File: config.mk
export PLATFORM = sky130hd
export DESIGN_NAME = delta_list_timeout_queue_unit
export DESIGN_NICKNAME = d
export VERILOG_FILES = /design/src/hw/rtl/dltq_pkg.sv /design/src/hw/rtl/dltq_fifo.sv /design/src/hw/rtl/dltq_front.sv /design/src/hw/rtl/dltq_engine.sv /design/src/hw/rtl/delta_list_timeout_queue_unit.sv
export SDC_FILE = /design/constraint.sdc
export NUM_CORES = 1
export LEC_CHECK = 0
export BUFFER_PORTS_ARGS = -buffer_cell sky130_fd_sc_hd__clkbuf_2
export CORE_MARGIN = 2
export CORE_UTILIZATION = 55
export DETAILED_ROUTE_END_ITERATION = 6
export PLACE_DENSITY = 0.79
export SLEW_MARGIN = 15
export SYNTH_ARGS = -nofsm -noshare
export SYNTH_HDL_FRONTEND = slang
export SYNTH_SLANG_ARGS = --single-unit
File: constraint.sdc
create_clock -name i_clk -period 8 [get_ports i_clk]
set_clock_uncertainty 0.15 [all_clocks]
set_input_delay 0.8 -clock i_clk [delete_from_list [all_inputs] [get_ports i_clk]]
set_output_delay 0.8 -clock i_clk [all_outputs]
set_load 0.05 [all_outputs]
File: src/hw/rtl/dltq_pkg.sv
// ============================================================================
// dltq_pkg
// Shared types and codes for the delta-list timeout queue.
// ============================================================================
`timescale 1ns / 1ps
`default_nettype none

package dltq_pkg;

    localparam int DELTA_W  = 15;
    localparam int HANDLE_W = 16;
    localparam int STATUS_W = 2;
    localparam int OP_W     = 2;

    // Result status codes.
    localparam logic [STATUS_W-1:0] ST_EXPIRED = 2'd0;
    localparam logic [STATUS_W-1:0] ST_ACCEPT  = 2'd1;
    localparam logic [STATUS_W-1:0] ST_REJECT  = 2'd2;

    // Command codes handed from the front to the back.
    localparam logic [OP_W-1:0] OP_TICK      = 2'd0;
    localparam logic [OP_W-1:0] OP_TICK_HOLD = 2'd1;
    localparam logic [OP_W-1:0] OP_INSERT    = 2'd2;

    typedef struct packed {
        logic                func;
        logic [DELTA_W-1:0]  delay_ticks;
        logic [HANDLE_W-1:0] handle;
        logic                blocked;
    } t_in;

    typedef struct packed {
        logic [STATUS_W-1:0] status;
        logic [HANDLE_W-1:0] expired_handle;
        logic                last;
    } t_out;

    typedef struct packed {
        logic [OP_W-1:0]     op;
        logic [DELTA_W-1:0]  delay_ticks;
        logic [HANDLE_W-1:0] handle;
    } t_cmd;

    typedef struct packed {
        logic [DELTA_W-1:0]  delta;
        logic [HANDLE_W-1:0] handle;
    } t_entry;

endpackage

`default_nettype wire

File: src/hw/rtl/dltq_fifo.sv
// ============================================================================
// dltq_fifo
// Small first-in first-out register queue with a typed payload.
// ============================================================================
`timescale 1ns / 1ps
`default_nettype none

module dltq_fifo #(
    parameter type t_data     = logic,
    parameter int  DEPTH_LOG2 = 1
) (
    input  wire logic  i_clk,
    input  wire logic  i_rst_n,
    input  wire logic  i_push,
    input  t_data      i_data,
    output logic       o_full,
    input  wire logic  i_pop,
    output t_data      o_data,
    output logic       o_empty
);

    localparam int DEPTH = 1 << DEPTH_LOG2;

    t_data                 r_mem [DEPTH];
    logic [DEPTH_LOG2-1:0] r_wr;
    logic [DEPTH_LOG2-1:0] r_rd;
    logic [DEPTH_LOG2:0]   r_cnt;
    logic                  do_push;
    logic                  do_pop;

    assign o_full  = (r_cnt == (DEPTH_LOG2+1)'(DEPTH));
    assign o_empty = (r_cnt == '0);
    assign do_push = i_push && !o_full;
    assign do_pop  = i_pop && !o_empty;
    assign o_data  = r_mem[r_rd];

    always_ff @(posedge i_clk) begin
        if (!i_rst_n) begin
            r_wr  <= '0;
            r_rd  <= '0;
            r_cnt <= '0;
        end else begin
            if (do_push) begin
                r_wr <= r_wr + 1'b1;
            end
            if (do_pop) begin
                r_rd <= r_rd + 1'b1;
            end
            if (do_push && !do_pop) begin
                r_cnt <= r_cnt + 1'b1;
            end else if (do_pop && !do_push) begin
                r_cnt <= r_cnt - 1'b1;
            end
        end
    end

    always_ff @(posedge i_clk) begin
        if (do_push) begin
            r_mem[r_wr] <= i_data;
        end
    end

endmodule

`default_nettype wire

File: src/hw/rtl/dltq_front.sv
// ============================================================================
// dltq_front
// Accepts input items, classifies them into commands and queues them.
// ============================================================================
`timescale 1ns / 1ps
`default_nettype none

module dltq_front (
    input  wire logic     i_clk,
    input  wire logic     i_rst_n,
    input  dltq_pkg::t_in i_item,
    input  wire logic     i_push,
    output logic          o_full,
    output dltq_pkg::t_cmd o_cmd,
    output logic          o_cmd_valid,
    input  wire logic     i_cmd_pop
);

    dltq_pkg::t_cmd cmd;
    logic           cmd_empty;

    // A tick carries its blocked flag in the command code; the delay and
    // handle only matter for an insert.
    always_comb begin
        cmd.delay_ticks = i_item.delay_ticks;
        cmd.handle      = i_item.handle;
        if (i_item.func) begin
            cmd.op = dltq_pkg::OP_INSERT;
        end else if (i_item.blocked) begin
            cmd.op = dltq_pkg::OP_TICK_HOLD;
        end else begin
            cmd.op = dltq_pkg::OP_TICK;
        end
    end

    dltq_fifo #(
        .t_data     (dltq_pkg::t_cmd),
        .DEPTH_LOG2 (1)
    ) u_cmd_q (
        .i_clk   (i_clk),
        .i_rst_n (i_rst_n),
        .i_push  (i_push),
        .i_data  (cmd),
        .o_full  (o_full),
        .i_pop   (i_cmd_pop),
        .o_data  (o_cmd),
        .o_empty (cmd_empty)
    );

    assign o_cmd_valid = !cmd_empty;

endmodule

`default_nettype wire

File: src/hw/rtl/dltq_engine.sv
// ============================================================================
// dltq_engine
// Sequencer that walks, shifts, ages and compacts the delta table.
// ============================================================================
`timescale 1ns / 1ps
`default_nettype none

module dltq_engine #(
    parameter int TABLE_ENTRIES = 16
) (
    input  wire logic      i_clk,
    input  wire logic      i_rst_n,
    input  dltq_pkg::t_cmd i_cmd,
    input  wire logic      i_cmd_valid,
    output logic           o_cmd_pop,
    output dltq_pkg::t_out o_res,
    output logic           o_res_push,
    input  wire logic      i_res_full
);

    localparam int AW = (TABLE_ENTRIES > 2) ? $clog2(TABLE_ENTRIES) : 1;
    localparam logic [AW-1:0] CAP = AW'(TABLE_ENTRIES - 1);

    localparam logic [3:0] S_IDLE    = 4'd0;
    localparam logic [3:0] S_WK_RD   = 4'd1;
    localparam logic [3:0] S_WK_CMP  = 4'd2;
    localparam logic [3:0] S_SH_RD   = 4'd3;
    localparam logic [3:0] S_SH_WR   = 4'd4;
    localparam logic [3:0] S_WR_NEXT = 4'd5;
    localparam logic [3:0] S_WR_NEW  = 4'd6;
    localparam logic [3:0] S_EMIT    = 4'd7;
    localparam logic [3:0] S_DC_RD   = 4'd8;
    localparam logic [3:0] S_DC_CHK  = 4'd9;
    localparam logic [3:0] S_FR_RD   = 4'd10;
    localparam logic [3:0] S_FR_CHK  = 4'd11;
    localparam logic [3:0] S_FR_END  = 4'd12;
    localparam logic [3:0] S_CP_INIT = 4'd13;
    localparam logic [3:0] S_CP_RD   = 4'd14;
    localparam logic [3:0] S_CP_WR   = 4'd15;

    dltq_pkg::t_entry r_mem [TABLE_ENTRIES];
    dltq_pkg::t_entry r_rdata;
    logic             mem_we;
    logic [AW-1:0]    mem_waddr;
    dltq_pkg::t_entry mem_wdata;
    logic [AW-1:0]    mem_raddr;

    logic [3:0]                      r_state, n_state;
    logic [3:0]                      r_ret, n_ret;
    logic [AW-1:0]                   r_count, n_count;
    logic [AW-1:0]                   r_pos, n_pos;
    logic [AW-1:0]                   r_idx, n_idx;
    logic [dltq_pkg::DELTA_W-1:0]    r_t, n_t;
    logic [dltq_pkg::HANDLE_W-1:0]   r_h, n_h;
    logic                            r_blocked, n_blocked;
    dltq_pkg::t_entry                r_stop, n_stop;
    dltq_pkg::t_out                  r_res, n_res;

    logic [AW-1:0] pos_inc;
    logic [AW-1:0] idx_inc;
    logic [AW-1:0] idx_dec;

    assign pos_inc = r_pos + 1'b1;
    assign idx_inc = r_idx + 1'b1;
    assign idx_dec = r_idx - 1'b1;
    assign o_res   = r_res;

    always_comb begin
        n_state    = r_state;
        n_ret      = r_ret;
        n_count    = r_count;
        n_pos      = r_pos;
        n_idx      = r_idx;
        n_t        = r_t;
        n_h        = r_h;
        n_blocked  = r_blocked;
        n_stop     = r_stop;
        n_res      = r_res;
        mem_we     = 1'b0;
        mem_waddr  = r_idx;
        mem_wdata  = r_rdata;
        mem_raddr  = r_idx;
        o_cmd_pop  = 1'b0;
        o_res_push = 1'b0;

        case (r_state)
            S_IDLE: begin
                if (i_cmd_valid) begin
                    o_cmd_pop = 1'b1;
                    n_t       = i_cmd.delay_ticks;
                    n_h       = i_cmd.handle;
                    n_pos     = '0;
                    n_idx     = '0;
                    n_blocked = (i_cmd.op == dltq_pkg::OP_TICK_HOLD);
                    if (i_cmd.op == dltq_pkg::OP_INSERT) begin
                        if (r_count == CAP) begin
                            n_res   = '{status: dltq_pkg::ST_REJECT,
                                        expired_handle: i_cmd.handle, last: 1'b1};
                            n_ret   = S_IDLE;
                            n_state = S_EMIT;
                        end else if (r_count == '0) begin
                            n_state = S_WR_NEW;
                        end else begin
                            n_state = S_WK_RD;
                        end
                    end else if (r_count != '0) begin
                        n_state = S_DC_RD;
                    end
                end
            end

            // Walk: subtract deltas while they do not exceed the remainder.
            S_WK_RD: begin
                mem_raddr = r_pos;
                n_state   = S_WK_CMP;
            end
            S_WK_CMP: begin
                if (r_rdata.delta <= r_t) begin
                    n_t   = r_t - r_rdata.delta;
                    n_pos = pos_inc;
                    if (pos_inc == r_count) begin
                        n_state = S_WR_NEW;
                    end else begin
                        n_state = S_WK_RD;
                    end
                end else begin
                    n_stop = r_rdata;
                    if (r_count > pos_inc) begin
                        n_idx   = r_count;
                        n_state = S_SH_RD;
                    end else begin
                        n_state = S_WR_NEXT;
                    end
                end
            end

            // Shift entries above the insertion point up by one place.
            S_SH_RD: begin
                mem_raddr = idx_dec;
                n_state   = S_SH_WR;
            end
            S_SH_WR: begin
                mem_we    = 1'b1;
                mem_waddr = r_idx;
                mem_wdata = r_rdata;
                n_idx     = idx_dec;
                if (idx_dec == pos_inc) begin
                    n_state = S_WR_NEXT;
                end else begin
                    n_state = S_SH_RD;
                end
            end

            // The entry displaced by the insert loses the new entry's delta.
            S_WR_NEXT: begin
                mem_we          = 1'b1;
                mem_waddr       = pos_inc;
                mem_wdata.delta = r_stop.delta - r_t;
                mem_wdata.handle = r_stop.handle;
                n_state         = S_WR_NEW;
            end
            S_WR_NEW: begin
                mem_we           = 1'b1;
                mem_waddr        = r_pos;
                mem_wdata.delta  = r_t;
                mem_wdata.handle = r_h;
                n_count          = r_count + 1'b1;
                n_res            = '{status: dltq_pkg::ST_ACCEPT,
                                     expired_handle: r_h, last: 1'b1};
                n_ret            = S_IDLE;
                n_state          = S_EMIT;
            end

            S_EMIT: begin
                if (!i_res_full) begin
                    o_res_push = 1'b1;
                    n_state    = r_ret;
                end
            end

            // Tick: decrement the first positive delta.
            S_DC_RD: begin
                n_state = S_DC_CHK;
            end
            S_DC_CHK: begin
                if (r_rdata.delta != '0) begin
                    mem_we          = 1'b1;
                    mem_wdata.delta = r_rdata.delta - 1'b1;
                    n_idx           = '0;
                    n_state         = r_blocked ? S_IDLE : S_FR_RD;
                end else if (idx_inc == r_count) begin
                    n_idx   = '0;
                    n_state = r_blocked ? S_IDLE : S_FR_RD;
                end else begin
                    n_idx   = idx_inc;
                    n_state = S_DC_RD;
                end
            end

            // Fire: each zero entry is held back one step so that the last
            // one of the run can carry the last mark. A held entry exists
            // exactly when the scan index is above zero.
            S_FR_RD: begin
                n_state = S_FR_CHK;
            end
            S_FR_CHK: begin
                if (r_rdata.delta == '0) begin
                    n_h   = r_rdata.handle;
                    n_idx = idx_inc;
                    if (r_idx != '0) begin
                        n_res   = '{status: dltq_pkg::ST_EXPIRED,
                                    expired_handle: r_h, last: 1'b0};
                        n_ret   = (idx_inc == r_count) ? S_FR_END : S_FR_RD;
                        n_state = S_EMIT;
                    end else begin
                        n_state = (idx_inc == r_count) ? S_FR_END : S_FR_RD;
                    end
                end else begin
                    n_state = S_FR_END;
                end
            end
            S_FR_END: begin
                if (r_idx != '0) begin
                    n_res   = '{status: dltq_pkg::ST_EXPIRED,
                                expired_handle: r_h, last: 1'b1};
                    n_pos   = r_idx;
                    n_ret   = S_CP_INIT;
                    n_state = S_EMIT;
                end else begin
                    n_state = S_IDLE;
                end
            end

            // Compact: move the survivors down over the fired entries.
            S_CP_INIT: begin
                if (r_idx == r_count) begin
                    n_count = '0;
                    n_state = S_IDLE;
                end else begin
                    n_state = S_CP_RD;
                end
            end
            S_CP_RD: begin
                n_state = S_CP_WR;
            end
            S_CP_WR: begin
                mem_we    = 1'b1;
                mem_waddr = r_idx - r_pos;
                mem_wdata = r_rdata;
                n_idx     = idx_inc;
                if (idx_inc == r_count) begin
                    n_count = r_count - r_pos;
                    n_state = S_IDLE;
                end else begin
                    n_state = S_CP_RD;
                end
            end

            default: begin
                n_state = S_IDLE;
            end
        endcase
    end

    always_ff @(posedge i_clk) begin
        if (!i_rst_n) begin
            r_state <= S_IDLE;
            r_ret   <= S_IDLE;
            r_count <= '0;
        end else begin
            r_state <= n_state;
            r_ret   <= n_ret;
            r_count <= n_count;
        end
    end

    always_ff @(posedge i_clk) begin
        r_pos     <= n_pos;
        r_idx     <= n_idx;
        r_t       <= n_t;
        r_h       <= n_h;
        r_blocked <= n_blocked;
        r_stop    <= n_stop;
        r_res     <= n_res;
    end

    always_ff @(posedge i_clk) begin
        if (mem_we) begin
            r_mem[mem_waddr] <= mem_wdata;
        end
        r_rdata <= r_mem[mem_raddr];
    end

endmodule

`default_nettype wire

File: src/hw/rtl/delta_list_timeout_queue_unit.sv
// The back sequencer finishes each item before it takes the next one, reading the table
// through a single port; meanwhile the front keeps taking items into its command queue.
// Reset (synchronous, active low) empties the table and both queues; the table memory is
// not cleared, since only entries below the live count are ever read.
// ============================================================================
// delta_list_timeout_queue_unit
// Sorted callout queue holding each timeout as a delta from its predecessor.
// ============================================================================
`timescale 1ns / 1ps
`default_nettype none

// The front accepts each transfer, turns it into a command (insert, tick, or tick that
// only ages the list) and parks it in a two-entry command queue. The back sequencer
// pops one command at a time and works on the table memory through a registered read
// port. Its results go through a four-entry result queue, so a consumer stall reaches
// the front only after both queues fill; the sequencer waits only on a full result queue.
module delta_list_timeout_queue_unit #(
    parameter int TABLE_ENTRIES = 16
) (
    input  wire logic      i_clk,
    input  wire logic      i_rst_n,
    input  dltq_pkg::t_in  i_data,
    input  wire logic      push,
    output logic           full,
    output dltq_pkg::t_out o_data,
    output logic           empty,
    input  wire logic      pop
);

    dltq_pkg::t_cmd cmd;
    logic           cmd_valid;
    logic           cmd_pop;
    dltq_pkg::t_out res;
    logic           res_push;
    logic           res_full;

    dltq_front u_front (
        .i_clk       (i_clk),
        .i_rst_n     (i_rst_n),
        .i_item      (i_data),
        .i_push      (push),
        .o_full      (full),
        .o_cmd       (cmd),
        .o_cmd_valid (cmd_valid),
        .i_cmd_pop   (cmd_pop)
    );

    // The sequencer keeps at most TABLE_ENTRIES - 1 live entries; an insert into a
    // table that already holds that many is answered with a reject status.
    dltq_engine #(
        .TABLE_ENTRIES (TABLE_ENTRIES)
    ) u_engine (
        .i_clk       (i_clk),
        .i_rst_n     (i_rst_n),
        .i_cmd       (cmd),
        .i_cmd_valid (cmd_valid),
        .o_cmd_pop   (cmd_pop),
        .o_res       (res),
        .o_res_push  (res_push),
        .i_res_full  (res_full)
    );

    // Result queue: the oldest result sits on o_data while empty is low.
    dltq_fifo #(
        .t_data     (dltq_pkg::t_out),
        .DEPTH_LOG2 (2)
    ) u_res_q (
        .i_clk   (i_clk),
        .i_rst_n (i_rst_n),
        .i_push  (res_push),
        .i_data  (res),
        .o_full  (res_full),
        .i_pop   (pop),
        .o_data  (o_data),
        .o_empty (empty)
    );

endmodule

`default_nettype wire

Yosys cells after proc, flatten, opt, wreduce, memory -nomap -nowiden. Memory sizes are Yosys's and may differ from the RTL's. A register that Yosys moved wholly into a read port is not among the register bits. Index checks and enable logic that the tools add are counted.

$add $sub $neg: 17. Order comparisons: 2. Equal/unequal tests: 37. Multiplexer cells: 80. Bitwise logic cells: 2. Reduce and logical (&&, ||, !) cells: 42.

Operators with widths (number): $mux W4 (29); $mux W19 (6); $pmux W19 S4 (1); $pmux W16 S2 (2); $pmux W4 S16 (1); $mux W15 (3); $pmux W15 S3 (1); $eq A4 B4 Y1 const B (9); $pmux W4 S3 (3); $mux W16 (2); $pmux W15 S2 (1); $sub A15 B15 Y15 (2); $mux W3 (8); $pmux W4 S6 (1); $ne A2 B1 Y1 const B (9); $eq A4 B3 Y1 const B (4); $eq A4 B4 Y1 (4); $pmux W4 S4 (1); $le A15 B15 Y1 (1); $logic_not A15 Y1 (1); $reduce_bool A15 Y1 (1); $sub A15 B1 Y15 const B (1); $mux W1 (14); $add A4 B1 Y4 const B (3); 34 further kinds (72).

Bits in registers: 113. Bits in writable memories: 638. Input port bits: 37. Word-level logic and storage cells: 202. Memories kept: 3.

Memories: u_engine.r_mem (words 16, bits a word 31, read ports 1, clocked after memory_dff 1, wr ports 1, line dltq_engine.sv:41) `dltq_pkg::t_entry r_mem [TABLE_ENTRIES];`; u_res_q.r_mem (words 4, bits a word 19, read ports 1, clocked after memory_dff 1, wr ports 1, line dltq_fifo.sv:24) `t_data r_mem [DEPTH];`; u_front.u_cmd_q.r_mem (words 2, bits a word 33, read ports 1, clocked after memory_dff 1, wr ports 1, line dltq_fifo.sv:24).

Logic depth before layout (Yosys ltp).
Depth after elaboration: 8. Mapped depth: 14.

Cells and area by module. From an unflattened synthesis, not the netlist that was laid out.

Cell total of the unflattened synthesis: 1959. Area total of the unflattened synthesis: 33075.5 sq um.

Modules (own cells, without submodules): dltq_engine (times used 1, cells an instance 1682, area an instance 27198.6 sq um, sequential area each 18457.7 sq um); dltq_fifo (u_res_q) (times used 1, cells an instance 147, area an instance 3251.9 sq um, sequential area each 2462.4 sq um); dltq_fifo (u_front.u_cmd_q) (times used 1, cells an instance 128, area an instance 2607.5 sq um, sequential area each 2082.0 sq um); dltq_front (times used 1, cells an instance 2, area an instance 17.5 sq um, sequential area each 0.0 sq um).

Worst setup path after synthesis. No wires, ideal clock.

Path kind: reg2reg. From: register u_engine.r_idx[0]. To: memory u_engine.r_mem[0][0] (netlist name) (enable). Arrival time: 3.248 ns. Data required time: 7.431 ns. Setup slack: 4.183 ns. Stages on the path, launching flop included: 10. Period minus slack after synthesis: 3.817 ns. Cells stage by stage: edfxtp_1 buf_2 inv_1 ha_1 fa_1 xor2_1 nor2_1 a311oi_1 nand2_1 nor2_1.

Word-level cells in the longest chain between the ends: 2.

Ends and longest elaborated chain: start, declared (line dltq_engine.sv:52) `logic [AW-1:0] r_idx, n_idx;`; start signal, assigned (line dltq_engine.sv:279) `r_idx <= n_idx;`; $sub A4 B4 Y4 (line dltq_engine.sv:248) `mem_waddr = r_idx - r_pos;`; $pmux W4 S3 * (line dltq_engine.sv:86) `case (r_state)`; end, declared (line dltq_engine.sv:41).

Every way passes the cells marked *; elsewhere a longest branch is shown, timed or not.

Worst setup path in the final report.
From: register u_engine.r_state[0]. To: memory u_engine.r_mem[2][13] (netlist name) (enable).

Word-level cells in the longest chain between the ends: 5.

Ends and longest elaborated chain: start, declared (line dltq_engine.sv:48) `logic [3:0] r_state, n_state;`; start signal, assigned (line dltq_engine.sv:271) `r_state <= n_state;`; $eq A4 B3 Y1 / $eq A4 B4 Y1 (equally long branches) (line dltq_engine.sv:86); $reduce_or A4 Y1 (no line); $pmux W1 S2 (line dltq_engine.sv:86); $mux W1 (line dltq_engine.sv:288) `if (mem_we) begin`; $mux W1 (implied by the code) (line dltq_engine.sv:289) `r_mem[mem_waddr] <= mem_wdata;`.

Several ways; a longest one is shown, not always the timed one.

==> metrics.yaml <==
outcome:
  status: "complete, but fails checks"
  violations: "DRC"
cts:
  clk_latency_ps: 630
  clock-sinks: 785
  cts_hold_buf: 0
  cts-resized-gates: 0
  cts_setup_buffers: 0
  cts_buffer_depth: 3
  htree_num_levels: 3
  cts_tree: "built"
  numCtsBuffers: 78
  clock-root-buffer: "clkbuf_16"
  clk_pin_slew_worst_paths_ps: 60
power_and_ir_drop:
  p_total_mw: 15.69
  p_leak_nw: 12.56
  powerDensity_nw_per_um2: 426.9
  peakVddDrop_mv: 0.3466
critical_path:
  crit_required_ps: 8080
  crit_buf_inv: 1
  startpoint: "u_engine.r_state[0]"
  path_class: "reg -> reg"
  r2r_start: "u_engine.r_state[0]"
  crit_path_end_kind: "flop"
  start_kind: "flop"
  cpMaxStageDelayCell: "nor2_4"
  arrival_ps: 5100
  critPathMaxStageDelay_ps: 990
  critPathTopFamily: "simple AND/OR/NAND/NOR gates"
  worstPathCellList: "nor2_1 > nand3_1 > inv_1 > nand2_1 > o21ai_0 > a221oi_1 > nand2_1 > nor2_4"
  crit_path_max_fanout: 31
  cp_common_cell: "nand2_1"
sta:
  tightest_slew_ps: 1179
  whs_ps: 228.2
  fmax_mhz: 199.3
  finalSetupViolCount: 0
  finalCritPeriodShare: 0.6271
  hold_viol_final: 0
  period_minus_slack_ps: 5017
  final_max_slew_viol_count: 0
  finalSetupTns_ps: 0
  rsz0062_at_grt: "no"
  slew_headroom: 0.2124
yosys:
  syn_area_um2: 32910
  syn_nets: 2019
  synth-seq-cells: 785
  ys_async_sr_fraction: 0
  ys_seq_area_frac: 0.6990
  synthFlopType: "edfxtp_1"
  synth_edf_count: 728
  yosysUniqueCellTypes: 84
  netlist_instances: 1927
  yosys_warnings: 0
  avgSynthCellArea_um2: 17.08
floorplan:
  num_rows: 89
  die_h_um: 248.6
  die_w_um: 248.6
  ios: 58
  die_area_um2: 61800
  initial_utilization: 0.5565
  coreArea_um2: 59130
finish:
  num-fill-cells: 3999
  multiInputGateArea_um2: 9340
  drive_gt1_frac: 0.1885
  finalInstanceArea_um2: 36750
  area_growth_pct: 11.67
  seq_area_um2: 23000
  fin_nets: 2097
  instances_no_fill: 2838
global_routing:
  antenna_found_initial: 0
  grt_use_met2: 0.3455
  grt_max_degree: 125
  grt.busiest_layer: "met1"
  grt_pass1_wl_mm: 108.7
  grt.total_usage: 0.2323
  gr-usage-met3: 0.04260
  grt_use_met1: 0.3604
  grt_overflow: 0
  grt_pass1_vias: 17490
routing:
  via_per_inst: 6.331
  post-route-drc-count: 18
  drt.antenna.violating_nets: 0
  drt-wirelength-per-cell_um: 25.33
  vias: 17970
  drtIter0Drc: 1975
  wirelength_mm: 71.89
  drt_first_pass_iters: 7
placement:
  hpwl_mm: 44.49
  gp_congestion: 0.9123
  placed_cell_area_um2: 34090
  port_buffers: 57
  dp.cells: 2697
min_path:
  hold_class: "in -> reg"
  worstHoldStart: "i_data[6]"
run:
  drv_cap: 0
sequential cells by signal, indices dropped and copies added, names as in the netlist, 3 cells and up, named ones only:
signal and flops:
u_engine.r_count 4, u_engine.r_h 16, u_engine.r_rdata 31, u_engine.o_res 19
u_engine.r_t 15, u_engine.r_ret 4, u_res_q.r_cnt 3, u_engine.r_mem 496
u_engine.r_pos 4, u_res_q.r_mem 76, u_front.u_cmd_q.r_mem 66, u_engine.r_idx 4
u_engine.r_state 4, u_engine.r_stop 31
synthesized netlist by cell type (all sizes together), types with 11 or more instances:
library cell | n | area share
mux4 | 143 | 0.098
buf | 47 | 0.0097
nor2 | 88 | 0.010
ha | 50 | 0.019
a222oi | 16 | 0.0049
mux2i | 125 | 0.038
nand2b | 16 | 0.0030
nand3 | 22 | 0.0037
and2 | 17 | 0.0032
dfxtp | 57 | 0.035
xor2 | 17 | 0.0045
o21ai | 76 | 0.012
edfxtp | 728 | 0.66
nand2 | 91 | 0.010
nor3 | 26 | 0.0040
nor2b | 15 | 0.0029
a21oi | 63 | 0.0098
clkbuf | 38 | 0.0043
and3 | 11 | 0.0021
inv | 76 | 0.0087
xnor2 | 28 | 0.0075
a211oi | 14 | 0.0033
a21o | 15 | 0.0034
report_power, final:
part	switching (mW)	internal, mW	total, mW	leakage, nW
clock	1.53	2.21	3.74	1.28
sequential	0.463	5.64	6.10	7.07
combinational	3.56	2.29	5.84	4.22
cell families (layout without fill, tap and decap cells):
| family | after synthesis | count (layout) | synth area share |
|---|---|---|---|
| compound gates | 277 | 277 | 0.05696 |
| buf+inv | 162 | 299 | 0.02277 |
| simple gates | 332 | 332 | 0.05000 |
| xor+xnor | 46 | 46 | 0.01266 |
| other cells | 0 | 1 | 0 |
| fa+ha+maj | 55 | 55 | 0.02205 |
| mux | 270 | 270 | 0.1366 |
| flops | 785 | 785 | 0.6990 |
worst reg2reg max path, cell delays in order (launching register included):
cell      delay, ps
dfxtp_1         850
nor2_1          260
nand3_1         400
inv_1           540
nand2_1         190
o21ai_0         110
a221oi_1        690
nand2_1         440
nor2_4          990
final timing paths:
| path | depth (start not counted) | slack [ps] | endpoint |
|---|---|---|---|
| min reg2reg | 2 | 320 | u_engine.r_ret[1] |
| min | 1 | 230 | u_front.u_cmd_q.r_mem[1][5] |
| max | 8 | 2980 | u_engine.r_mem[2][13] |
| max reg2reg | 8 | 2980 | u_engine.r_mem[2][13] |
per-stage QoR:
stage | setup WS (ps) | utilization
floorplan | 4183 | -
CTS | 3160 | 0.6211
global route | 2769 | 0.6214
detailed placement | 3171 | 0.5765
global placement | 3287 | 0.5765
finish | 2983 | 0.6215
layer usage:
metal | vias up | part of all wire
li1 | 7803 | -
met1 | 9160 | 0.44
met2 | 907 | 0.45
met3 | 97 | 0.093
met4 | 0 | 0.017
met5 | - | 0
area by class of cell:
cell class,instances,share of cell area
repair buffers,83,0.01376
diodes,1,0.00006810
clock inverters,30,0.01025
flip-flops and latches,785,0.6260
clock buffers,109,0.06159
inverters,77,0.007865
multi-input cells,980,0.2542
well taps,773,0.02632
placed cells by master, fill, tap and decap left out, types with 16 or more instances in the layout:
master       n
mux2i_1    125
and2_1      17
clkbuf_16   82
xor2_1      17
mux4_2     143
nor3_1      25
buf_4       23
nand3_1     21
xnor2_1     28
clkbuf_2    57
nor2_4      18
edfxtp_1   728
dfxtp_1     56
a222oi_1    16
clkbuf_1    16
nand2_1     90
ha_1        50
inv_1       76
o21ai_0     72
nor2_1      69
nand2b_1    16
a21oi_1     59
No activity file was read; power rests on OpenSTA's default activity.
